===== config.mk =====
export PLATFORM = sky130hd
export DESIGN_NAME = sla_isqrt
export DESIGN_NICKNAME = d
export VERILOG_FILES = /design/src/rtl/core/sla_pkg.sv /design/src/rtl/core/sla_isqrt.sv
export SDC_FILE = /design/constraint.sdc
export NUM_CORES = 2
export LEC_CHECK = 0
export ABC_AREA = 0
export BUFFER_PORTS_ARGS = -buffer_cell sky130_fd_sc_hd__buf_2
export CORE_MARGIN = 5
export CORE_UTILIZATION = 55
export CTS_CLUSTER_SIZE = 30
export DETAILED_ROUTE_END_ITERATION = 8
export PLACE_DENSITY = 0.68
export SLEW_MARGIN = 40
export SYNTH_ARGS = -nofsm -noshare
export SYNTH_HDL_FRONTEND = slang
export SYNTH_SLANG_ARGS = --single-unit

===== constraint.sdc =====
create_clock -name clk -period 4.7 [get_ports clk]
set_clock_uncertainty 0.1 [all_clocks]
set_input_delay 0.94 -clock clk [delete_from_list [all_inputs] [get_ports clk]]
set_output_delay 0.94 -clock clk [all_outputs]
set_load 0.03 [all_outputs]

===== src/rtl/core/sla_pkg.sv =====
// ----------------------------------------------------------------------------
// sla_pkg: shared types and constants for the look angle core
// Fixed-point constants, lane indexes, sideband structs and the CORDIC
// arctangent table in binary angle units (2^32 units per turn).
// ----------------------------------------------------------------------------
package sla_pkg;

  localparam int FULL_MD     = 360000;
  localparam int HALF_MD     = 180000;
  localparam int QUARTER_MD  = 90000;
  localparam int UNWRAP_MD   = 270000;
  localparam int LOW_LONG_MD = 91000;

  // datapath width of the cordic units
  localparam int CW = 34;

  localparam int LANES      = 2;
  localparam int LANE_DELTA = 0;
  localparam int LANE_LAT   = 1;
  localparam int LANE_AZ    = 0;
  localparam int LANE_EL    = 1;

  localparam logic signed [CW-1:0] GAIN_INV_Q30 = CW'(64'sd652032874);
  localparam logic signed [CW-1:0] RATIO_Q30    = CW'(64'sd162424926);
  localparam logic signed [CW-1:0] QUARTER_BIN  = CW'(64'sd1073741824);
  localparam logic signed [CW-1:0] HALF_BIN     = CW'(64'sd2147483648);

  // millidegree to binary angle: b = 11930*r + floor((5228*r + 5625) / 11250)
  localparam logic [31:0] TURN_MUL    = 32'd11930;
  localparam logic [12:0] FRAC_MUL    = 13'd5228;
  localparam logic [30:0] FRAC_ADD    = 31'd5625;
  localparam logic [32:0] DIV_N       = 33'd11250;
  localparam logic [30:0] RECIP_M     = 31'd1563749871;
  localparam int          RECIP_SHIFT = 44;

  localparam logic [63:0] ONE_Q60  = 64'h1000_0000_0000_0000;
  localparam int          SQ_STEPS = 31;

  localparam logic [8:0] POL_VERT  = 9'd45;
  localparam logic [8:0] POL_HORIZ = 9'd315;

  typedef struct packed {
    logic degen;
    logic north;
    logic vert;
  } side_t;

  typedef struct packed {
    logic signed [31:0] c;
    logic signed [31:0] xa;
    logic signed [31:0] ys;
    side_t              sb;
  } sq_side_t;

  function automatic logic signed [CW-1:0] atan_val(input int idx);
    logic signed [CW-1:0] v;
    unique case (idx)
      0:  v = CW'(64'h20000000);
      1:  v = CW'(64'h12E4051E);
      2:  v = CW'(64'h09FB385B);
      3:  v = CW'(64'h051111D4);
      4:  v = CW'(64'h028B0D43);
      5:  v = CW'(64'h0145D7E1);
      6:  v = CW'(64'h00A2F61E);
      7:  v = CW'(64'h00517C55);
      8:  v = CW'(64'h0028BE53);
      9:  v = CW'(64'h00145F2F);
      10: v = CW'(64'h000A2F98);
      11: v = CW'(64'h000517CC);
      12: v = CW'(64'h00028BE6);
      13: v = CW'(64'h000145F3);
      14: v = CW'(64'h0000A2FA);
      15: v = CW'(64'h0000517D);
      16: v = CW'(64'h000028BE);
      17: v = CW'(64'h0000145F);
      18: v = CW'(64'h00000A30);
      19: v = CW'(64'h00000518);
      20: v = CW'(64'h0000028C);
      21: v = CW'(64'h00000146);
      22: v = CW'(64'h000000A3);
      23: v = CW'(64'h00000051);
      24: v = CW'(64'h00000029);
      25: v = CW'(64'h00000014);
      26: v = CW'(64'h0000000A);
      27: v = CW'(64'h00000005);
      28: v = CW'(64'h00000003);
      29: v = CW'(64'h00000001);
      30: v = CW'(64'h00000001);
      default: v = '0;
    endcase
    return v;
  endfunction

endpackage


===== src/rtl/core/sla_isqrt.sv =====
// ----------------------------------------------------------------------------
// sla_isqrt: pipelined integer square root
// One result bit per stage, restoring method on the running remainder;
// gives floor(sqrt(v)) for a 61-bit radicand.
// ----------------------------------------------------------------------------
module sla_isqrt (
  input  logic              clk,
  input  logic              rst_n,
  input  logic              en,
  input  logic              in_valid,
  input  logic [60:0]       in_rad,
  input  sla_pkg::sq_side_t in_side,
  output logic              out_valid,
  output logic [30:0]       out_root,
  output sla_pkg::sq_side_t out_side
);

  localparam int SQ = sla_pkg::SQ_STEPS;
  localparam int RW = 2 * SQ;

  logic [RW-1:0]     rem_r   [SQ];
  logic [RW-1:0]     rem_nxt [SQ];
  logic [SQ-1:0]     q_r     [SQ];
  logic [SQ-1:0]     q_nxt   [SQ];
  logic [SQ-1:0]     v_r;
  sla_pkg::sq_side_t sb_r [SQ];

  always_comb begin
    logic [RW-1:0] src_rem;
    logic [RW-1:0] trial;
    logic [SQ-1:0] src_q;
    for (int s = 0; s < SQ; s++) begin
      if (s == 0) begin
        src_rem = RW'(in_rad);
        src_q   = '0;
      end else begin
        src_rem = rem_r[s-1];
        src_q   = q_r[s-1];
      end
      // (q + 2^k)^2 - q^2
      trial = (RW'(src_q) << (SQ - s)) + (RW'(1) << (2 * (SQ - 1 - s)));
      if (src_rem >= trial) begin
        rem_nxt[s] = src_rem - trial;
        q_nxt[s]   = src_q | (SQ'(1) << (SQ - 1 - s));
      end else begin
        rem_nxt[s] = src_rem;
        q_nxt[s]   = src_q;
      end
    end
  end

  always_ff @(posedge clk) begin
    if (!rst_n) begin
      v_r <= '0;
    end else if (en) begin
      v_r <= {v_r[SQ-2:0], in_valid};
    end
  end

  always_ff @(posedge clk) begin
    if (en) begin
      rem_r   <= rem_nxt;
      q_r     <= q_nxt;
      sb_r[0] <= in_side;
      for (int s = 1; s < SQ; s++) begin
        sb_r[s] <= sb_r[s-1];
      end
    end
  end

  assign out_valid = v_r[SQ-1];
  assign out_root  = q_r[SQ-1];
  assign out_side  = sb_r[SQ-1];

endmodule


After elaboration in Yosys (flattened, before gate mapping)
Memories as Yosys holds them, arrays and structs flattened.
Index checks and enable logic that the tools add are counted.
{ "op_classes": {"add_sub_neg": 60, "n_lt_le_gt_ge": 31, "n_mux": 33} }
{ "op_table": {"columns": ["op", "count"], "rows": [
  ["62-bit two-way mux", 29],
  ["61-bit by 59-bit adder with 62-bit output (second input constant)", 1],
  ["62-bit by 33-bit >= comparator with 1-bit output", 1],
  ["62-bit by 34-bit >= comparator with 1-bit output", 1],
  ["62-bit by 35-bit >= comparator with 1-bit output", 1],
  ["62-bit by 36-bit >= comparator with 1-bit output", 1],
  ["62-bit by 37-bit >= comparator with 1-bit output", 1],
  ["62-bit by 38-bit >= comparator with 1-bit output", 1],
  ["62-bit by 39-bit >= comparator with 1-bit output", 1],
  ["62-bit by 40-bit >= comparator with 1-bit output", 1],
  ["62-bit by 41-bit >= comparator with 1-bit output", 1],
  ["62-bit by 42-bit >= comparator with 1-bit output", 1],
  ["62-bit by 43-bit >= comparator with 1-bit output", 1],
  ["62-bit by 44-bit >= comparator with 1-bit output", 1],
  ["62-bit by 45-bit >= comparator with 1-bit output", 1],
  ["62-bit by 46-bit >= comparator with 1-bit output", 1],
  ["62-bit by 47-bit >= comparator with 1-bit output", 1],
  ["62-bit by 48-bit >= comparator with 1-bit output", 1],
  ["62-bit by 49-bit >= comparator with 1-bit output", 1],
  ["62-bit by 50-bit >= comparator with 1-bit output", 1],
  ["62-bit by 51-bit >= comparator with 1-bit output", 1],
  ["62-bit by 52-bit >= comparator with 1-bit output", 1],
  ["62-bit by 53-bit >= comparator with 1-bit output", 1],
  ["62-bit by 54-bit >= comparator with 1-bit output", 1],
  ["71 further kinds", 72]
]} }
{ "totals": {"reg_bits": 2852, "ramBits": 3069, "inputBits": 164, "output_inout_bits": 131, "wordCells": 218, "memories": 1} }
{ "mem_list": {"columns": ["memory", "depth", "word_bits", "read_ports", "rd_ports_with_merged_regs", "write_ports", "line_no", "rtl"], "rows": [
  ["sb_r", 31, 99, 31, 0, 31, "sla_isqrt.sv:26", "sla_pkg::sq_side_t sb_r [SQ];"]
]} }

Longest topological paths before layout
{ "logic_depth": {"word_depth": 3, "ltp_mapped": 15, "ltp_nobuf": 13} }

Worst setup path before layout
Ideal clock, no wire load.
{ "synth_timing": {"path_type": "register to register", "start": "reg rem_r[704] (netlist name)", "end": "reg rem_r[681] (netlist name) (data pin)", "setup_time_ns": 0.258, "arrival_time_ns": 3.250, "required_ns": 4.342, "slack_ns": 1.092, "stages_incl_launch_ff": 12, "n_path_buf": 0, "period_less_slack_ns": 3.608, "path_cell_list": "edfxtp_1 ha_1 o21a_1 o21a_1 or2_1 a41o_1 a2111oi_1 o21ai_0 a2111oi_2 nor4b_4 nand4b_1 xnor2_1"} }
{ "synth_rtl": {"columns": ["item", "line_no", "rtl"], "rows": [
  ["start, declared", "sla_isqrt.sv:21", "logic [RW-1:0] rem_r [SQ];"],
  ["start signal, assigned", "sla_isqrt.sv:62", "rem_r <= rem_nxt;"]
]} }

==> results.cfg <==
[run_status]
run_status = finished, final reports clean

[logic_synthesis]
synth_xor_area_share_pct = 3.410
ys_seq_area_share_pct = 79.19
synth.avg_cell_area_um2 = 16.93
synth_top_family_by_area = simple AND/OR/NAND/NOR gates
yosys_register_bits = 5456
synth_simple_gate_area_share_pct = 6.670
synth.distinct_cells = 98
synthTopCellsByCount = edfxtp_1 (5425), inv_1 (666), nor2_1 (605), nand2_1 (586), a21oi_1 (538)
ys_warn_count = 0
synth_cells = 12200
async_flop_share_pct = 0
muxShareOfSynthArea_pct = 0.5968
synth_most_common_cell = edfxtp_1
syn_area_um2 = 206500
synth_top_area_share_pct = 78.89
synth_top_flop_cell = edfxtp_1
yosysTopAreaCell = edfxtp_1
netlist_top_cells_area = edfxtp_1 (79%), ha_1 (3.2%), xnor2_1 (1.9%), xor2_1 (1.5%), a21oi_1 (1.3%)
synth_edf_count = 5425
synthAdderAreaFrac_pct = 3.169
synth_compound_area_share_pct = 5.054

[timing]
rsz0062_at_grt = no
setup_tns_ns = 0
min_period_ns = 4.297
slew_violations = 0
worstMarginPinSlew_ns = 0.8975
fin_hold_ws_ns = 0.2912
finalWorstSetupSlack_ns = 0.4033
post-route-period-util_pct = 91.42
fmax_ghz = 0.2327
finalSetupViolations = 0
timing.final.hold_violations = 0
slew_headroom_pct = 39.62

[clocking]
post_cts.repair.setup_buffers = 0
hold_buffers = 161
cts_buffers = 547
h-tree-depth = 6
clk_pin_slew_ns = 0.06
cts_tree = done
clock-root-buffer = clkbuf_16
ctsResizeCount = 0
cts.sinks = 5456
clockBufferDepth = 4
clk_latency_ns = 1.01

[die]
start_util_pct = 55.11
die_h_um = 622.7
placementRows = 225
core_um2 = 374700
dieArea_um2 = 387800
die_width_um = 622.7
io_pins = 295

[detailed_routing]
routedWlPerCell_um = 20.78
vias = 102600
first_iter_violations = 8711
drc = 0
antenna_left = 0
via_per_inst = 5.519
first_pass_iters = 6
wirelength_um = 386200

[worst_setup_path]
rr_endpoint = rem_r[961]
rrSetupSlack_ns = 0.40
r2r_start = rem_r[1032]
start_kind = register
worstPathRequired_ns = 5.31
critPathKind = register to register
worst-path-max-fanout = 29
worst-r2r-cell-count = 10
arrival_ns = 4.91
critPathCaptureType = register

[grt]
grt.overflow.total = 0
grt_pass1_wl_um = 602600
grt_pass1_vias = 103500
antenna_found_initial = 21
grt.total_usage_pct = 19.70
grt_max_degree = 178

[min_path]
whs_path_depth = 0
holdPathEnd = sb_r[1][257]
hold_start = sb_r[1][158]
min_path_type = register to register

[power_and_ir_drop]
p_total_mw = 116.7
p_leak_nw = 84.23
vdd_drop_max_mv = 0.3638
p_per_area_nw_per_um2 = 497.8

[placed_design]
dp_slack_ns = 0.4250
gp_congestion = 0.9206
port_buffers = 294
dp_cells = 17450
dp_hpwl_um = 266000

[finish]
fillCellCount = 26190
stdcell_count = 18590
synthToLayoutAreaGrowth_pct = 13.53
drive_above_1_share_pct = 10.58
nets = 13850

[run]
maxCapViolCount = 0
[cells in the final DEF, fill, tap and decap left out, types with 41 or more instances in the layout]
| cell type | n |
|---|---|
| o21a_1 | 105 |
| ha_1 | 523 |
| inv_1 | 666 |
| nor2b_1 | 106 |
| buf_4 | 174 |
| and3_1 | 47 |
| nand4_1 | 145 |
| xor2_1 | 365 |
| dlygate4sd3_1 | 161 |
| mux2_2 | 73 |
| buf_2 | 293 |
| buf_12 | 56 |
| o21ai_0 | 436 |
| clkbuf_1 | 110 |
| or4_1 | 64 |
| nor2_1 | 604 |
| edfxtp_1 | 5425 |
| a31oi_1 | 46 |
| a21o_1 | 200 |
| nor3_1 | 237 |
| o31ai_1 | 49 |
| nand3_1 | 158 |
| nor4_1 | 282 |
| nand2_1 | 586 |
| or3_1 | 85 |
| clkinv_1 | 121 |
| a21oi_1 | 538 |
| nor4b_1 | 50 |
| nand2b_1 | 103 |
| xnor2_1 | 439 |
| clkinv_2 | 79 |
| mux2i_1 | 41 |
| clkbuf_16 | 549 |
[worst max-delay path by stage]
| stage | cells after the start | to | start | slack (ns) |
|---|---|---|---|---|
| after detailed placement | 11 | rem_r[681] | rem_r[726] | 0.42 |
| final | 10 | rem_r[961] | rem_r[1032] | 0.40 |
| after floorplan | 11 | rem_r[681] | rem_r[704] | 1.09 |
| after CTS | 11 | rem_r[671] | rem_r[726] | 0.42 |
| after global placement | 13 | rem_r[164] | rem_r[191] | 0.47 |
| after global routing | 11 | rem_r[554] | rem_r[581] | 0.13 |
[cell families (layout without fill, tap and decap cells)]
group / after synthesis / after routing
adder cells (fa/ha/maj): 523 / 523
buffers and inverters: 943 / 2334
AO/OA/AOI/OAI: 1686 / 1686
flip-flops: 5456 / 5456
XOR/XNOR: 804 / 804
AND/OR/NAND/NOR: 2672 / 2672
other: 1 / 5
multiplexers: 114 / 114
[per-layer routing]
layer  track usage [%]  vias up  wire length (um)  part of all wire (%)
met2             31.27     2915            179700                    47
met3             3.140      795             20770                   5.4
met5                 0        -                70                 0.018
li1                  -    48470                 -                     -
met1             28.15    50400            171700                    44
met4             6.818       10             13960                   3.6
[sequential cells by signal (all words and copies together), names as in the netlist]
name and count:
sb_r 3069, rem_r 1860, q_r 465, out_root 31, v_r 31
[critical path, stage by stage, from the launching register on]
cell and delay (ns):
edfxtp_1 0.44, ha_1 0.42, nand3_1 0.17, nor3_1 0.54, nand4_1 0.19, nor4_1 0.82, nor4b_1 0.15, a21bo_2 0.30
buf_4 0.37, nor2_1 0.07, a21oi_1 0.40
[power by group]
| group | total (mW) | internal [mW] | switching [mW] |
|---|---|---|---|
| registers | 61.6 | 58.8 | 2.76 |
| logic | 13.7 | 5.43 | 8.24 |
| clock network | 41.5 | 23.4 | 18.0 |
[metrics by stage]
stage / utilization, % / area, um2
global route: 62.57 / 234400
finish: 62.57 / 234400
global placement: 57.46 / 215300
floorplan: - / 206500
CTS: 62.55 / 234400
detailed placement: 57.47 / 215400
[area by class of cell]
cell class,instances,area (um2),area share [%]
clock inverters,315,3196,1.363
inverters,670,2515,1.073
well taps,4994,6248,2.665
diodes,3,7.507,0.003202
clock buffers,662,14190,6.054
repair buffers,687,5588,2.384
flip-flops and latches,5456,163500,69.75
multi-input cells,5801,39160,16.71
No activity file was read; power rests on OpenSTA's default activity.
